$ cat src/dnle_pkg.sv
// ----------------------------------------------------------------------------
// DNS name label encoder package
// Shared widths, character codes, state and command types for the encoder.
// ----------------------------------------------------------------------------
`default_nettype none

package dnle_pkg;

  // Width of one name character and of one wire byte.
  localparam int unsigned CHAR_W = 8;
  // Width of the label length register; holds the largest allowed label size.
  localparam int unsigned LEN_W = 6;
  // Default label buffer capacity.
  localparam int unsigned MAX_LABEL_DEF = 32;

  localparam logic [CHAR_W-1:0] DOT_CODE = 8'd46;
  localparam logic [CHAR_W-1:0] END_CODE = 8'd0;

  // Controller states, one-hot.
  typedef enum logic [3:0] {
    ST_IDLE = 4'b0001,
    ST_LEN  = 4'b0010,
    ST_DATA = 4'b0100,
    ST_TERM = 4'b1000
  } state_e;

  // Which source feeds the output register.
  typedef enum logic [1:0] {
    SEL_LEN  = 2'd0,
    SEL_DATA = 2'd1,
    SEL_TERM = 2'd2
  } out_sel_e;

  // Commands from the controller to the datapath.
  typedef struct packed {
    logic     buf_wr;      // store the input character at the label tail
    logic     ovf_set;     // mark the label as truncated
    logic     rd_rst;      // rewind the read index to the first entry
    logic     rd_adv;      // step the read index
    logic     out_load;    // load a result into the output register
    out_sel_e out_sel;
    logic     out_last;
    logic     label_clr;   // label done: clear length and overflow
  } cmd_t;

  // Status from the datapath to the controller.
  typedef struct packed {
    logic is_dot;
    logic is_end;
    logic len_full;
    logic len_zero;
    logic idx_last;
    logic out_free;
  } status_t;

endpackage : dnle_pkg

`default_nettype wire

$ cat src/dnle_datapath.sv
// ----------------------------------------------------------------------------
// DNS name label encoder datapath
// Label buffer memory, length and overflow registers, read index and the
// output register.
// ----------------------------------------------------------------------------
`default_nettype none

module dnle_datapath #(
  parameter int unsigned MAX_LABEL = dnle_pkg::MAX_LABEL_DEF
) (
  input  wire                           clk_i,
  input  wire                           rst_ni,
  input  wire  [dnle_pkg::CHAR_W-1:0]   char_code_i,
  input  wire                           out_ready_i,
  input  dnle_pkg::cmd_t                cmd_i,
  output dnle_pkg::status_t             status_o,
  output logic                          out_valid_o,
  output logic [dnle_pkg::CHAR_W-1:0]   out_byte_o,
  output logic                          run_last_o,
  output logic                          name_end_o,
  output logic                          label_overflow_o
);

  localparam int unsigned CHAR_W = dnle_pkg::CHAR_W;
  localparam int unsigned LEN_W  = dnle_pkg::LEN_W;
  localparam int unsigned IDX_W  = (MAX_LABEL > 1) ? $clog2(MAX_LABEL) : 1;

  logic [CHAR_W-1:0] label_mem [MAX_LABEL];

  logic [LEN_W-1:0]  len_q, len_d;
  logic              ovf_q, ovf_d;
  logic [IDX_W-1:0]  rd_idx_q, rd_idx_d;
  logic [CHAR_W-1:0] rd_data_q;

  logic              out_valid_q, out_valid_d;
  logic [CHAR_W-1:0] out_byte_q, out_byte_d;
  logic              out_last_q;
  logic              out_end_q, out_end_d;
  logic              out_ovf_q;
  logic              out_free;

  assign out_free = !out_valid_q || out_ready_i;

  always_comb begin
    status_o          = '0;
    status_o.is_dot   = (char_code_i == dnle_pkg::DOT_CODE);
    status_o.is_end   = (char_code_i == dnle_pkg::END_CODE);
    status_o.len_full = (len_q == LEN_W'(MAX_LABEL));
    status_o.len_zero = (len_q == '0);
    status_o.idx_last = (({{(LEN_W-IDX_W){1'b0}}, rd_idx_q} + LEN_W'(1)) == len_q);
    status_o.out_free = out_free;
  end

  // Length and overflow bookkeeping.
  always_comb begin
    len_d = len_q;
    ovf_d = ovf_q;
    if (cmd_i.label_clr) begin
      len_d = '0;
      ovf_d = 1'b0;
    end else begin
      if (cmd_i.buf_wr) begin
        len_d = len_q + LEN_W'(1);
      end
      if (cmd_i.ovf_set) begin
        ovf_d = 1'b1;
      end
    end
  end

  always_comb begin
    rd_idx_d = rd_idx_q;
    if (cmd_i.rd_rst) begin
      rd_idx_d = '0;
    end else if (cmd_i.rd_adv) begin
      rd_idx_d = (rd_idx_q == IDX_W'(MAX_LABEL - 1)) ? '0 : rd_idx_q + IDX_W'(1);
    end
  end

  always_ff @(posedge clk_i or negedge rst_ni) begin
    if (!rst_ni) begin
      len_q    <= '0;
      ovf_q    <= 1'b0;
      rd_idx_q <= '0;
    end else begin
      len_q    <= len_d;
      ovf_q    <= ovf_d;
      rd_idx_q <= rd_idx_d;
    end
  end

  // Label buffer: one write port at the label tail, one registered read port.
  always_ff @(posedge clk_i) begin
    if (cmd_i.buf_wr) begin
      label_mem[len_q[IDX_W-1:0]] <= char_code_i;
    end
    rd_data_q <= label_mem[rd_idx_d];
  end

  // Output register.
  always_comb begin
    out_byte_d = '0;
    out_end_d  = 1'b0;
    unique case (cmd_i.out_sel)
      dnle_pkg::SEL_LEN:  out_byte_d = {{(CHAR_W-LEN_W){1'b0}}, len_q};
      dnle_pkg::SEL_DATA: out_byte_d = rd_data_q;
      dnle_pkg::SEL_TERM: begin
        out_byte_d = '0;
        out_end_d  = 1'b1;
      end
      default: begin
        out_byte_d = '0;
        out_end_d  = 1'b0;
      end
    endcase
  end

  always_comb begin
    out_valid_d = out_valid_q;
    if (cmd_i.out_load) begin
      out_valid_d = 1'b1;
    end else if (out_ready_i) begin
      out_valid_d = 1'b0;
    end
  end

  always_ff @(posedge clk_i or negedge rst_ni) begin
    if (!rst_ni) begin
      out_valid_q <= 1'b0;
    end else begin
      out_valid_q <= out_valid_d;
    end
  end

  always_ff @(posedge clk_i) begin
    if (cmd_i.out_load) begin
      out_byte_q <= out_byte_d;
      out_last_q <= cmd_i.out_last;
      out_end_q  <= out_end_d;
      out_ovf_q  <= ovf_q;
    end
  end

  assign out_valid_o      = out_valid_q;
  assign out_byte_o       = out_byte_q;
  assign run_last_o       = out_last_q;
  assign name_end_o       = out_end_q;
  assign label_overflow_o = out_ovf_q;

endmodule : dnle_datapath

`default_nettype wire

$ cat src/dnle_ctrl.sv
// ----------------------------------------------------------------------------
// DNS name label encoder controller
// Sequences buffering of characters and the replay of a finished label.
// ----------------------------------------------------------------------------
`default_nettype none

module dnle_ctrl (
  input  wire                clk_i,
  input  wire                rst_ni,
  input  wire                in_valid_i,
  output logic               in_ready_o,
  input  dnle_pkg::status_t  status_i,
  output dnle_pkg::cmd_t     cmd_o
);

  dnle_pkg::state_e state_q, state_d;
  logic             closing_q, closing_d;
  logic             in_acc;

  assign in_ready_o = (state_q == dnle_pkg::ST_IDLE);
  assign in_acc     = in_valid_i && in_ready_o;

  always_comb begin
    state_d   = state_q;
    closing_d = closing_q;
    cmd_o     = '0;
    cmd_o.out_sel = dnle_pkg::SEL_LEN;
    unique case (state_q)
      dnle_pkg::ST_IDLE: begin
        cmd_o.rd_rst = 1'b1;
        if (in_acc) begin
          if (status_i.is_dot || status_i.is_end) begin
            closing_d = status_i.is_end;
            state_d   = dnle_pkg::ST_LEN;
          end else if (status_i.len_full) begin
            cmd_o.ovf_set = 1'b1;
          end else begin
            cmd_o.buf_wr = 1'b1;
          end
        end
      end
      dnle_pkg::ST_LEN: begin
        if (status_i.out_free) begin
          cmd_o.out_load = 1'b1;
          cmd_o.out_sel  = dnle_pkg::SEL_LEN;
          cmd_o.out_last = !closing_q && status_i.len_zero;
          if (!status_i.len_zero) begin
            state_d = dnle_pkg::ST_DATA;
          end else if (closing_q) begin
            state_d = dnle_pkg::ST_TERM;
          end else begin
            cmd_o.label_clr = 1'b1;
            state_d         = dnle_pkg::ST_IDLE;
          end
        end
      end
      dnle_pkg::ST_DATA: begin
        if (status_i.out_free) begin
          cmd_o.out_load = 1'b1;
          cmd_o.out_sel  = dnle_pkg::SEL_DATA;
          cmd_o.out_last = !closing_q && status_i.idx_last;
          cmd_o.rd_adv   = 1'b1;
          if (status_i.idx_last) begin
            if (closing_q) begin
              state_d = dnle_pkg::ST_TERM;
            end else begin
              cmd_o.label_clr = 1'b1;
              state_d         = dnle_pkg::ST_IDLE;
            end
          end
        end
      end
      dnle_pkg::ST_TERM: begin
        if (status_i.out_free) begin
          cmd_o.out_load  = 1'b1;
          cmd_o.out_sel   = dnle_pkg::SEL_TERM;
          cmd_o.out_last  = 1'b1;
          cmd_o.label_clr = 1'b1;
          state_d         = dnle_pkg::ST_IDLE;
        end
      end
      default: begin
        state_d = dnle_pkg::ST_IDLE;
      end
    endcase
  end

  always_ff @(posedge clk_i or negedge rst_ni) begin
    if (!rst_ni) begin
      state_q   <= dnle_pkg::ST_IDLE;
      closing_q <= 1'b0;
    end else begin
      state_q   <= state_d;
      closing_q <= closing_d;
    end
  end

endmodule : dnle_ctrl

`default_nettype wire

$ cat src/dns_name_label_encoder_unit.sv
// ----------------------------------------------------------------------------
// DNS name label encoder unit
// Converts a dotted domain name, one character per transaction, into DNS wire
// form: a length byte before each label and a zero byte at the end.
// ----------------------------------------------------------------------------
// Characters arrive one per input transaction. An ordinary character is
// stored in the label buffer and is accepted without producing output. A
// dot emits the label: its length byte followed by the stored bytes, one
// output transaction per cycle while the output side does not stall. A zero
// character does the same and then emits the terminating zero byte with
// name_end set. An empty label gives a length byte of zero. Characters
// beyond MAX_LABEL are dropped; the length counts only the kept bytes and
// label_overflow is set on every output byte of that label, including the
// terminating zero. run_last marks the final output caused by one input
// character. The label replay reads the buffer through its single
// registered read port, one byte per cycle while the output side does not
// stall, and input is held off while the replay runs. The output register
// lets a waiting result sit while the next character is accepted.
// ----------------------------------------------------------------------------
`default_nettype none

module dns_name_label_encoder_unit #(
  parameter int unsigned MAX_LABEL = dnle_pkg::MAX_LABEL_DEF
) (
  input  wire                           clk_i,
  input  wire                           rst_ni,
  input  wire                           in_valid_i,
  output logic                          in_ready_o,
  input  wire  [dnle_pkg::CHAR_W-1:0]   char_code_i,
  output logic                          out_valid_o,
  input  wire                           out_ready_i,
  output logic [dnle_pkg::CHAR_W-1:0]   out_byte_o,
  output logic                          run_last_o,
  output logic                          name_end_o,
  output logic                          label_overflow_o
);

  // Command and status bundles between the controller and the datapath.
  dnle_pkg::cmd_t    cmd;
  dnle_pkg::status_t status;

  // The controller decides when to buffer, when to replay and what to emit.
  dnle_ctrl u_ctrl (
    .clk_i      (clk_i),
    .rst_ni     (rst_ni),
    .in_valid_i (in_valid_i),
    .in_ready_o (in_ready_o),
    .status_i   (status),
    .cmd_o      (cmd)
  );

  // The datapath holds the label buffer, its length, the truncation flag
  // and the output register.
  dnle_datapath #(
    .MAX_LABEL (MAX_LABEL)
  ) u_datapath (
    .clk_i            (clk_i),
    .rst_ni           (rst_ni),
    .char_code_i      (char_code_i),
    .out_ready_i      (out_ready_i),
    .cmd_i            (cmd),
    .status_o         (status),
    .out_valid_o      (out_valid_o),
    .out_byte_o       (out_byte_o),
    .run_last_o       (run_last_o),
    .name_end_o       (name_end_o),
    .label_overflow_o (label_overflow_o)
  );

endmodule : dns_name_label_encoder_unit

`default_nettype wire
$ cat config.mk
export PLATFORM = sky130hd
export DESIGN_NAME = dns_name_label_encoder_unit
export DESIGN_NICKNAME = d
export VERILOG_FILES = /design/src/dnle_pkg.sv /design/src/dnle_datapath.sv /design/src/dnle_ctrl.sv /design/src/dns_name_label_encoder_unit.sv
export SDC_FILE = /design/constraint.sdc
export NUM_CORES = 1
export LEC_CHECK = 0
export ABC_CLOCK_PERIOD_IN_PS = 2900
export BUFFER_PORTS_ARGS = -buffer_cell sky130_fd_sc_hd__buf_2
export CORE_ASPECT_RATIO = 1.5
export CORE_MARGIN = 3
export CORE_UTILIZATION = 40
export CTS_BUF_LIST = sky130_fd_sc_hd__clkbuf_16
export DETAILED_ROUTE_END_ITERATION = 8
export GPL_ROUTABILITY_DRIVEN = 0
export GPL_TIMING_DRIVEN = 0
export SLEW_MARGIN = 15
export SYNTH_ARGS = -nofsm -noshare
export SYNTH_HDL_FRONTEND = slang
export SYNTH_HIERARCHICAL = 1
export SYNTH_SLANG_ARGS = --single-unit
$ cat constraint.sdc
create_clock -name clk_i -period 2.9 [get_ports clk_i]
set_input_delay 0.145 -clock clk_i [delete_from_list [all_inputs] [get_ports clk_i]]
set_output_delay 0.145 -clock clk_i [all_outputs]
set_load 0.05 [all_outputs]
# Word-level counts from Yosys, hierarchy flattened
# Memory sizes are Yosys's and may differ from the RTL's. A register that Yosys moved wholly into a read port is not among the register bits.
# Index checks and enable logic that the tools add are counted.
[classes]
n_addsub = 3
multipliers = 0
div_mod_pow = 0
n_lt_le_gt_ge = 0
n_eq_ne = 16
n_shift = 0
n_mux = 35
bitwise_logic = 0
n_reduce_logical = 15
[ops]
columns = ["op", "n"]
rows = [
  ["$mux W4", 8],
  ["$mux W5", 5],
  ["$mux W6", 3],
  ["$pmux W4 S4", 1],
  ["$pmux W8 S2", 1],
  ["$pmux W5 S3", 1],
  ["$mux W1", 13],
  ["$eq A8 B6 Y1 const B", 1],
  ["$logic_not A8 Y1", 1],
  ["$ne A2 B1 Y1 const B", 4],
  ["$add A5 B1 Y6 const B", 1],
  ["$add A6 B1 Y6 const B", 1],
  ["$eq A6 B6 Y1", 1],
  ["$eq A6 B6 Y1 const B", 1],
  ["$logic_not A6 Y1", 1],
  ["$reduce_and A6 Y1", 1],
  ["$reduce_bool A2 Y1", 3],
  ["$add A5 B1 Y5 const B", 1],
  ["$eq A5 B5 Y1 const B", 1],
  ["$eq A4 B1 Y1 const B", 1],
  ["$eq A4 B2 Y1 const B", 1],
  ["$eq A4 B3 Y1 const B", 1],
  ["$eq A4 B4 Y1 const B", 1],
  ["$mux W2", 2],
  ["9 further kinds", 14],
]
[totals]
ff_bits = 29
latchBits = 0
mem_bits_rw = 256
romBits = 0
mem_count = 1
[mem_list]
columns = ["memory", "depth", "word_bits", "rd", "rd_clocked_by_memory_dff", "write_ports", "line", "source"]
rows = [
  ["u_datapath.label_mem", 32, 8, 1, 1, 1, "dnle_datapath.sv:28", "logic [CHAR_W-1:0] label_mem [MAX_LABEL];"],
]

# Depth between registers and ports, before layout
# Gate-level depths: netlist (run 1).
[depth]
ltp_word = 7
ltp_mapped = 14
mapped_depth_nobuf = 10

# Modules after synthesis
# Netlist (run 1), hierarchy kept.
[by_module_without_submodules]
columns = ["module", "n_inst", "cells_each", "area_each_um2", "seq_area_each_um2"]
rows = [
  ["dnle_datapath", 1, 896, 12492.0, 8503.2],
  ["dnle_ctrl", 1, 56, 461.7, 126.4],
]

# Worst setup path after synthesis (run 1)
# Ideal clock, no wire load.
[synth_path]
path_type = "register -> register"
start = "register u_ctrl.state_q[0]"
end = "memory u_datapath.label_mem[21][0] (enable)"
arrival_ps = 2675
required_ps = 2530
slack_ps = -145
stages_incl_launch_ff = 8
n_path_buf = 1
synth_period_minus_slack_ps = 3045
cell_sequence = "dfstp_2 nor4b_4 nand2_1 nor4_1 clkbuf_1 nor2b_1 nand2_1 nor2_1"
[synth_lines]
columns = ["element", "line", "source"]
rows = [
  ["start: declaration", "dnle_ctrl.sv:16", "dnle_pkg::state_e state_q, state_d;"],
  ["start signal: assignment", "dnle_ctrl.sv:90", "state_q <= dnle_pkg::ST_IDLE;"],
  ["start signal: assignment", "dnle_ctrl.sv:93", "state_q <= state_d;"],
  ["end: declaration", "dnle_datapath.sv:28", ""],
]

==> results.md, run 1 <==
- Run status: complete, but fails checks
- Failing checks: setup timing
- Worst Tran Pin Value: 940.1 ps
- Placed insts: 1386
- Max_cap viols: 0
- Vias in the first global route: roughly 8.6k
- Worst Setup Path Type: reg2reg
- # diodes: 0
- Async set-reset flop share out of synthesis: 6.143%
- Core ar.: 31830 um2
- Final Util: 49.14%
- Crit share post-route: 100.1%
- Worst Hold Margin: slightly above 60 ps
- Num CTS Buffers: 27
- Syn Nets: between 900 and 1k
- Sink Count: 293
- Worst clock skew: 16.80 ps
- Final Setup Violations: 6
- Max VDD drop: 0.0004061 V
- Post-synth EDFFs: 267
- Post-detail-place hpwl: 24.25 mm
- Cell Rows: 80
- Worst setup margin: -3.218 ps
- Wire per inst: 24.77 um
- Pwr Density: 613.7 nW/um2
- Sequential area share after synthesis: 66.62%
- # DRC: 0
- First-pass DRT Iterations: 5
- Mapped Area: 12950 um2
- Layout Cells excl Fill: 1457
- Routed Wire Length: 36.08 mm
- H-tree depth: 1
- Hold Path Class: in2async
- Min cycle time layout: ~2900 ps
- Fin. Hold Viols: 0
- Count of buffers from port buffering: 24
- Synth unique cells: 78
- Arr. time, crit path: a little over 3000 ps
- Register Area: around 8600 um2
- Global router's overall resource usage: 20.31%
- Area of the multi-input gates: 4576 um2
- Worst Path Required: roughly 3100 ps
- Slew HR: 37.33%
- Clock transition at path regs: 70 ps
- First-pass GRT wire length: around 53 mm
- Lkg Pwr: 0.005220 uW
- Final ANT Viol Nets: 0
- Mapped Cells: 952
- Clock Latency Late Sink: 560 ps
- Leftover overflow at the end of global routing: 0
- Setup tns final: -16.47 ps
- Deepest clock path buffer count: 3
- Mean Syn Cell Area: 13.61 um2
- Nets: 1048
- Main synth FF type: edfxtp_1
- Top Ports: 25
- Largest net degree at the start of global routing: 35
- Die height: 226.4 um
- CTS tree: built
- Layout cells sized above 1: between 20% and 30%
- Initial antenna violation count: 1
- Max Fclk: 344.4 MHz
- Initial Util: slightly above 40%
- Max-slew violations: 0
- Yosys warns: 6
- Crit path capture type: flop
- Die W: 152.9 um
- Die area: approximately 35000 um2
- Unrepaired setup endpoints after global routing: yes
- Vias per inst: between 5 and 6
- # fillers: 2702
- Layout area overhead: 20.74%
- Vias after detailed routing: 8648
- Iteration-0 DRC Markers: 796
- Clock Tree Root: clkbuf_16
- Startpoint type of the worst setup path: flop
- CP max FO: 10
- Synthesis-stage register bit count: 293
## final cells by class
| type | count | area share [%] |
|---|---|---|
| buffer | 64 | 3.216 |
| inverter | 18 | 0.4640 |
| tap | 410 | 3.280 |
| clock inverter | 19 | 1.160 |
| sequential | 293 | 55.22 |
| timing repair buffer | 58 | 3.088 |
| multi-input combinational | 568 | 29.26 |
| clock buffer | 27 | 4.320 |
## cell families (layout without fill, tap and decap cells)
family,after synthesis,after routing,synth area share [%]
buffers and inverters,91,186,3.641
and+or+nand+nor,253,253,9.920
xor gates and xnor gates,12,12,0.8114
adders and majority gates,6,6,0.5795
muxes,62,62,4.858
AOI/OAI and AO/OA,235,235,13.57
DFF,293,293,66.62
## final timing paths
kind | start | end | slack [ps] | cells after the start
min reg2reg | u_datapath/ovf_q$_DFFE_PN0P_ | u_datapath/label_overflow_o$_DFFE_PP_ | 450 | 0
max in group asynchronous | rst_ni | u_ctrl/state_q[0]$_DFFE_PN1P_ | 2510 | 2
min | rst_ni | u_datapath/rd_idx_q[4]$_DFF_PN0_ | 60 | 2
max reg2reg | u_datapath/len_q[3]$_DFFE_PN0P_ | u_datapath/label_mem[26][2]$_DFFE_PP_ | -3 | 6
max | u_datapath/len_q[3]$_DFFE_PN0P_ | u_datapath/label_mem[26][2]$_DFFE_PP_ | -3 | 6
min in group clk_i | char_code_i[6] | u_datapath/label_mem[13][6]$_DFFE_PP_ | 140 | 1
## report_power, final
part	switching [uW]	total [uW]	internal, uW	leakage, uW
registers	161	5080	4920	0.00270
logic	738	1040	300	0.00210
clock network	1520	3480	1960	0.000423
## synth_stat cells (all sizes together) (9+ instances only)
library cell  number  area share [%]
a211oi            42             2.4
a21oi             26             1.0
a221o              9            0.70
a32oi             10            0.68
and3              32             1.5
buf               42             2.2
clkbuf            31            0.90
dfrtp             17             3.3
edfxtp           267              62
inv               18            0.52
mux2i             55             4.2
nand2             56             1.6
nand2b            12            0.58
nand3             37             1.5
nor2              68             2.0
nor2b              9            0.43
nor3              11            0.46
o211ai            10            0.72
o21ai             29             1.2
o22ai             40             2.0
## layer usage
metal | wire [um] | GRT usage (%) | share of wire (%) | vias up
met1 | 13430 | 23.45 | 37 | 4311
met3 | 1798 | 2.272 | 5.0 | 106
li1 | - | - | - | 3881
met5 | 0 | 0 | 0 | -
met2 | 18700 | 36.97 | 52 | 350
met4 | 2151 | 10.99 | 6.0 | 0
## cells in the final DEF (no fill, tap or decap), types with 18 or more instances in the layout
cell,instances
a211oi_1,30
a21oi_1,26
and3_1,30
buf_2,33
buf_4,38
clkbuf_16,27
edfxtp_1,267
mux2i_1,51
nand2_1,51
nand3_1,35
nor2_1,30
nor2_2,20
nor2_4,18
o21ai_0,25
o22ai_1,33
## worst max-delay path, cell delays in order (launching register included)
cell     delay (ps)
dfrtp_1         390
buf_1           500
nor4_1          190
nor4_1          260
buf_2           300
nand3_1         310
nor2_2          580
## through the flow
| step | instance area (um2) | setup WS, ps | total power, uW |
|---|---|---|---|
| 3_3_place_gp | 13630 | -1065 | 5984 |
| 6_report | 15640 | -3.218 | 9598 |
| 4_1_cts | 15260 | -83.52 | 9571 |
| 3_5_place_dp | 13630 | -1071 | 6005 |
| 5_1_grt | 15640 | -65.69 | 9914 |
| 2_1_floorplan | 13000 | 17.10 | 5643 |
## registers in the layout (all words and copies together) (netlist names)
| name | count |
|---|---|
| u_ctrl/closing_q | 1 |
| u_ctrl/state_q | 4 |
| u_datapath/label_mem | 256 |
| u_datapath/label_overflow_o | 1 |
| u_datapath/len_q | 6 |
| u_datapath/name_end_o | 1 |
| u_datapath/out_byte_o | 8 |
| u_datapath/out_valid_o | 1 |
| u_datapath/ovf_q | 1 |
| u_datapath/rd_data_q | 8 |
| u_datapath/rd_idx_q | 5 |
| u_datapath/run_last_o | 1 |
## what timing repair did
action,CTS,global route
pin swaps,15,18
resized for setup,149,52
setup endpoints to repair,272,272
endpoints found under the hold margin,21,0
hold buffers,3,0
setup buffers,14,17
(Power assumes the default switching activity.)
==> inputs of run 2 (changes only) <==
--- a/config.mk
+++ b/config.mk
@@ -14,6 +14,7 @@
 export DETAILED_ROUTE_END_ITERATION = 8
 export GPL_ROUTABILITY_DRIVEN = 0
 export GPL_TIMING_DRIVEN = 0
+export PLACE_DENSITY_LB_ADDON = 0.3
 export SLEW_MARGIN = 15
 export SYNTH_ARGS = -nofsm -noshare
 export SYNTH_HDL_FRONTEND = slang
==> run 2 against run 1 <==
Effect of this change:
- the run still ends with setup timing left
- hold slack better by 0.82 ps
- clock skew is 6.5 ps higher
- power is 1.5% higher
- critical path type unchanged
- largest cell class unchanged
==> results.md, run 2 (same netlist as run 1, synthesis figures left out) <==
- Leftover overflow at the end of global routing: 0
- Crit share post-route: 101.1%
- Pwr Density: 618.7 nW/um2
- Cell Rows: 80
- Crit path capture type: flop
- H-tree depth: 1
- Max Fclk: 340.9 MHz
- Power Internal: 7247 uW
- Clock transition at path regs: 70 ps
- CTS tree: built
- Worst setup margin: -33.23 ps
- Reg power frac: a little over half
- # fillers: 2700
- Vias per inst: 6.032
- Layout cells sized above 1: 27.32%
- Wire per inst: 24.70 um
- Die height: 226.4 um
- # DRC: 0
- Iteration-0 DRC Markers: about 770
- Num CTS Buffers: 27
- Cells on worst reg2reg path: 11
- Max_cap viols: 0
- Layout area overhead: 21.60%
- Run status: complete, but fails checks
- Max FFs per register: 256
- Fin. Hold Viols: 0
- Nets: 1051
- Vias in the first global route: 8677
- Clock network power share: 36.7%
- Deepest clock path buffer count: 3
- Net Sw Frac: 25.63%
- Worst Setup Path Type: reg2reg
- Worst clock skew: 23.27 ps
- P_sw: between 2000 and 2500 uW
- Max-slew violations: 0
- Area after DPL: 13630 um2
- Fin area: 15750 um2
- Routed Wire Length: 36.17 mm
- First-pass GRT wire length: 53.41 mm
- Die W: roughly 150 um
- Comb pwr share: 10.8%
- Most frequent cells in the layout: edfxtp_1, mux2i_1, nand2_1
- Most common cell after layout, fill and taps aside: edfxtp_1
- R2r endpoint: u_datapath/rd_data_q[6]$_DFF_P_
- Clock Latency Late Sink: around 570 ps
- # diodes: 0
- Startpoint type of the worst setup path: flop
- Worst Hold Margin: 61.83 ps
- Final ANT Viol Nets: 0
- Core ar.: 31830 um2
- Post-detail-place hpwl: 23.95 mm
- Min cycle time layout: 2933 ps
- Worst Setup EP: u_datapath/rd_data_q[6]$_DFF_P_
- Global router's overall resource usage: 20.19%
- Die area: ~35000 um2
- Initial Util: between 40% and 50%
- R2r setup slk: -30 ps
- Lkg Pwr: 0.005263 uW
- Vias after detailed routing: 8831
- Count of buffers from port buffering: 24
- Largest net degree at the start of global routing: 35
- Post-place setup slack: -943.4 ps
- Hold Path Class: in2async
- Arr. time, crit path: between 3000 and 4000 ps
- Initial antenna violation count: 0
- FF-to-FF Start: u_datapath/rd_idx_q[0]$_DFF_PN0_
- Slew HR: ~26%
- Clock Tree Root: clkbuf_16
- Failing checks: setup timing
- Worst Tran Pin Value: 1111 ps
- Final Setup Violations: 1
- Max VDD drop: 0.0004448 V
- Top Ports: 25
- Unrepaired setup endpoints after global routing: yes
- First-pass DRT Iterations: 5
- Beginning of the critical path: u_datapath/rd_idx_q[0]$_DFF_PN0_
- Worst Path Required: ~3300 ps
- CP max FO: 10
- Sink Count: 293
run 2: changes by cell type in the layout (fill, tap and decap cells not counted), sizes merged:
cell and change:
clkbuf +5, inv +5, clkinv -2, buf -1
run 2: worst max-delay path, cell delays in order, from the launching register on:
cell      delay, ps
dfrtp_1         400
ha_2            220
and3_1          210
ha_4            210
or3b_4          440
buf_4           160
clkbuf_8        160
and3_1          190
a211oi_2        180
a311oi_2        110
nor4_2          360
o21ai_1         160
run 2: cell type report:
cell class                 count  area [um2]  area share (%)
buffer                        63       501.7           3.185
clock buffer                  28       700.7           4.448
clock inverter                22       192.7           1.223
sequential                   293        8637           54.83
timing repair buffer          62       514.2           3.265
inverter                      18       72.57          0.4607
tap                          410       513.0           3.257
multi-input combinational    568        4619           29.33
run 2: routing by layer:
layer  wire (um)  GRT usage (%)
met5           0              0
met3        2352          2.158
met4        2364          11.62
met1       12920          23.57
met2       18520          36.15
run 2: through the flow:
step                cells  utilization (%)  total power [uW]  TNS (ps)
floorplan             952                -              5643         0
detailed placement   1386            42.81              6005   -174630
global placement     1386            42.81              5976   -157840
finish               1464            49.49              9745    -33.23
global route         1464            49.49             10060    -115.7
CTS                  1447            47.70              9660     -1621
run 2: worst min path at each step:
stage           start                               end  cells past startpoint
6_report       rst_ni  u_datapath/rd_idx_q[3]$_DFF_PN0_                      2
5_1_grt        rst_ni  u_datapath/rd_idx_q[3]$_DFF_PN0_                      2
4_1_cts        rst_ni  u_datapath/rd_idx_q[3]$_DFF_PN0_                      2
3_5_place_dp   rst_ni     u_ctrl/state_q[2]$_DFFE_PN0P_                      1
3_3_place_gp   rst_ni     u_ctrl/state_q[2]$_DFFE_PN0P_                      1
2_1_floorplan  rst_ni      u_ctrl/closing_q$_DFFE_PN0P_                      0
run 2: power by group through the flow:
stage               combinational [uW]  clock (uW)  sequential, uW
detailed placement                 891           0            5110
CTS                                958        3630            5070
global route                      1130        3800            5130
floorplan                          568           0            5080
finish                            1060        3580            5110
global placement                   870           0            5110
run 2: repair_timing:
action / 4_1_cts / 5_1_grt
pin swaps: 19 / 32
gates resized for setup: 127 / 91
cloned: 0 / 1
hold endpoints to repair: 21 / 0
buffers inserted: 15 / 19
hold buffers: 3 / 0
endpoints found under the setup margin: 272 / 269
==> inputs of run 3 (changes only) <==
--- a/config.mk
+++ b/config.mk
@@ -14,6 +14,7 @@
 export DETAILED_ROUTE_END_ITERATION = 8
 export GPL_ROUTABILITY_DRIVEN = 0
 export GPL_TIMING_DRIVEN = 0
+export MAX_ROUTING_LAYER = met4
 export PLACE_DENSITY_LB_ADDON = 0.3
 export SLEW_MARGIN = 15
 export SYNTH_ARGS = -nofsm -noshare
==> run 3 against run 2 <==
Effect of this change:
- the run still ends with setup timing left
- die area did not move
- routed wire length fell by 0.45%
- critical endpoint unchanged
- via count rose by 0.23%
- non-clock buffer count rose by 3
- largest cell class unchanged
- design area fell by 0.40%
- sequential cell count did not move
- critical path depth fell by 1
- highest routed layer unchanged
- maximum frequency rose by 0.83%
- combinational power barely moved
- core utilization fell by 0.20 points
- cell count rose by 0.20%
- sequential share of layout area rose by 0.22 points
==> results.md, run 3 (same netlist as run 1, synthesis figures left out) <==
- Clock transition at path regs: 70 ps
- Worst Path Required: 3320 ps
- Cell Rows: 80
- Slew HR: 31.29%
- Placed insts: 1386
- Top Ports: 25
- # diodes: 0
- Max-slew violations: 0
- CP max FO: 10
- # fillers: 2714
- Max FFs per register: 256
- Min cycle time layout: between 2000 and 3000 ps
- Post-detail-place hpwl: 23.95 mm
- Count of buffers from port buffering: 24
- Arr. time, crit path: 3330 ps
- Most frequent cells in the layout: edfxtp_1, mux2i_1, nand2_1
- # DRC: 0
- Num CTS Buffers: 27
- Cells on worst reg2reg path: 10
- Power Total: 9704 uW
- First-pass GRT wire length: 53.52 mm
- Failing checks: setup timing
- Nets: 1054
- Sink Count: 293
- Leftover overflow at the end of global routing: 0
- Top Family by Delay on Critical Path: simple AND/OR/NAND/NOR gates
- Die W: 152.9 um
- Global router's overall resource usage: 20.81%
- Fin. Hold Viols: 0
- Startpoint type of the worst setup path: flop
- Critical path buffers and inverters: 1
- Worst Tran Pin Value: about 1000 ps
- Stages on the worst setup path: 10
- Die area: between 30000 and 40000 um2
- Die height: approximately 230 um
- Initial Util: between 40% and 50%
- Iteration-0 DRC Markers: 751
- Critical Path, Cell by Cell: ha_2 > and3_1 > ha_4 > or3b_4 > buf_8 > and3_1 > a211oi_2 > a311oi_2 > nor4_2 > o21ai_1
- FF-to-FF Start: u_datapath/rd_idx_q[0]$_DFF_PN0_
- Deepest clock path buffer count: 3
- Core ar.: approximately 32000 um2
- Largest net degree at the start of global routing: 35
- Layout Cells excl Fill: approximately 1.5k
- Final Setup Violations: 1
- Clock Latency Late Sink: 570 ps
- Max VDD drop: 0.0004428 V
- Crit path top cell by count: and3_1
- Vias after detailed routing: around 9k
- Pwr Density: between 600 and 700 nW/um2
- H-tree depth: 1
- Clock Tree Root: clkbuf_16
- Most common cell after layout, fill and taps aside: edfxtp_1
- Layout area overhead: 21.11%
- CTS tree: built
- R2r setup slk: -9 ps
- Slowest stage delay, CP: about 490 ps
- Vias in the first global route: 8659
- Hold Path Class: in2async
- Run status: complete, but fails checks
- Vias per inst: 6.033
- Layout cells sized above 1: 26.96%
- Max_cap viols: 0
- Crit path capture type: flop
- Routed Wire Length: 36.00 mm
- Initial antenna violation count: 0
- First-pass DRT Iterations: 5
- Max Fclk: 343.7 MHz
- Crit share post-route: 100.3%
- Wire per inst: 24.54 um
- Lkg Pwr: 0.005270 uW
- R2r endpoint: u_datapath/rd_data_q[6]$_DFF_P_
- Final ANT Viol Nets: 0
- Critical-path top delay cell: nor4_2
- Worst Setup Path Type: reg2reg
- Worst clock skew: about 22 ps
- Worst setup margin: -9.171 ps
-- run 3: final cells by class --
| class | count | area (um2) | area share (%) |
|---|---|---|---|
| Sequential cell | 293 | 8637 | 55.05 |
| Multi-Input combinational cell | 568 | 4559 | 29.06 |
| Clock buffer | 28 | 700.7 | 4.466 |
| Buffer | 63 | 514.2 | 3.278 |
| Tap cell | 410 | 513.0 | 3.270 |
| Timing Repair Buffer | 65 | 499.2 | 3.182 |
| Clock inverter | 22 | 192.7 | 1.228 |
| Inverter | 18 | 72.57 | 0.4626 |
-- run 3: layer usage --
layer / up-vias / routed length [um] / track usage [%] / share of wire (%)
met5: - / 0 / - / 0
met4: 0 / 2220 / 11.68 / 6.2
met1: 4407 / 12930 / 23.56 / 36
met3: 119 / 2442 / 2.196 / 6.8
met2: 428 / 18410 / 36.17 / 51
li1: 3897 / - / - / -
-- run 3: timing repair --
action,4_1_cts,5_1_grt
hold endpoints to repair,21,0
pin swaps,19,26
buffers inserted,15,22
gates resized for setup,127,83
hold buffers,3,0
setup endpoints to repair,272,272
gates cloned,0,1
-- run 3: worst max path at each step --
| stage | from | to | slack, ps |
|---|---|---|---|
| after floorplan | u_ctrl/state_q[0]$_DFFE_PN1P_ | u_datapath/rd_data_q[5]$_DFF_P_ | 20 |
| after global placement | u_datapath/out_valid_o$_DFFE_PN0P_ | u_datapath/rd_data_q[5]$_DFF_P_ | -970 |
| after detailed placement | u_datapath/out_valid_o$_DFFE_PN0P_ | u_datapath/rd_data_q[5]$_DFF_P_ | -940 |
| after CTS | u_datapath/len_q[0]$_DFFE_PN0P_ | u_datapath/label_mem[10][5]$_DFFE_PP_ | -70 |
| after global routing | u_ctrl/state_q[0]$_DFFE_PN1P_ | u_datapath/rd_data_q[6]$_DFF_P_ | -10 |
| final | u_datapath/rd_idx_q[0]$_DFF_PN0_ | u_datapath/rd_data_q[6]$_DFF_P_ | -9 |
-- run 3: stage by stage --
| step | cell area (um2) | TNS (ps) | hold WS, ps | utilization [%] | setup slack [ps] |
|---|---|---|---|---|---|
| after CTS | 15180 | -1621 | 51.22 | 47.70 | -73.66 |
| final | 15690 | -9.171 | 65.01 | 49.29 | -9.171 |
| after floorplan | 13000 | 0 | -150.6 | - | 17.10 |
| after detailed placement | 13630 | -174630 | 109.2 | 42.81 | -943.4 |
| after global routing | 15690 | -17.91 | 92.51 | 49.29 | -12.47 |
| after global placement | 13630 | -157840 | 104.3 | 42.81 | -973.6 |
-- run 3: report_power, final --
| part | switching (uW) | internal [uW] |
|---|---|---|
| combinational | 738 | 293 |
| clock | 1540 | 2030 |
| sequential | 186 | 4920 |
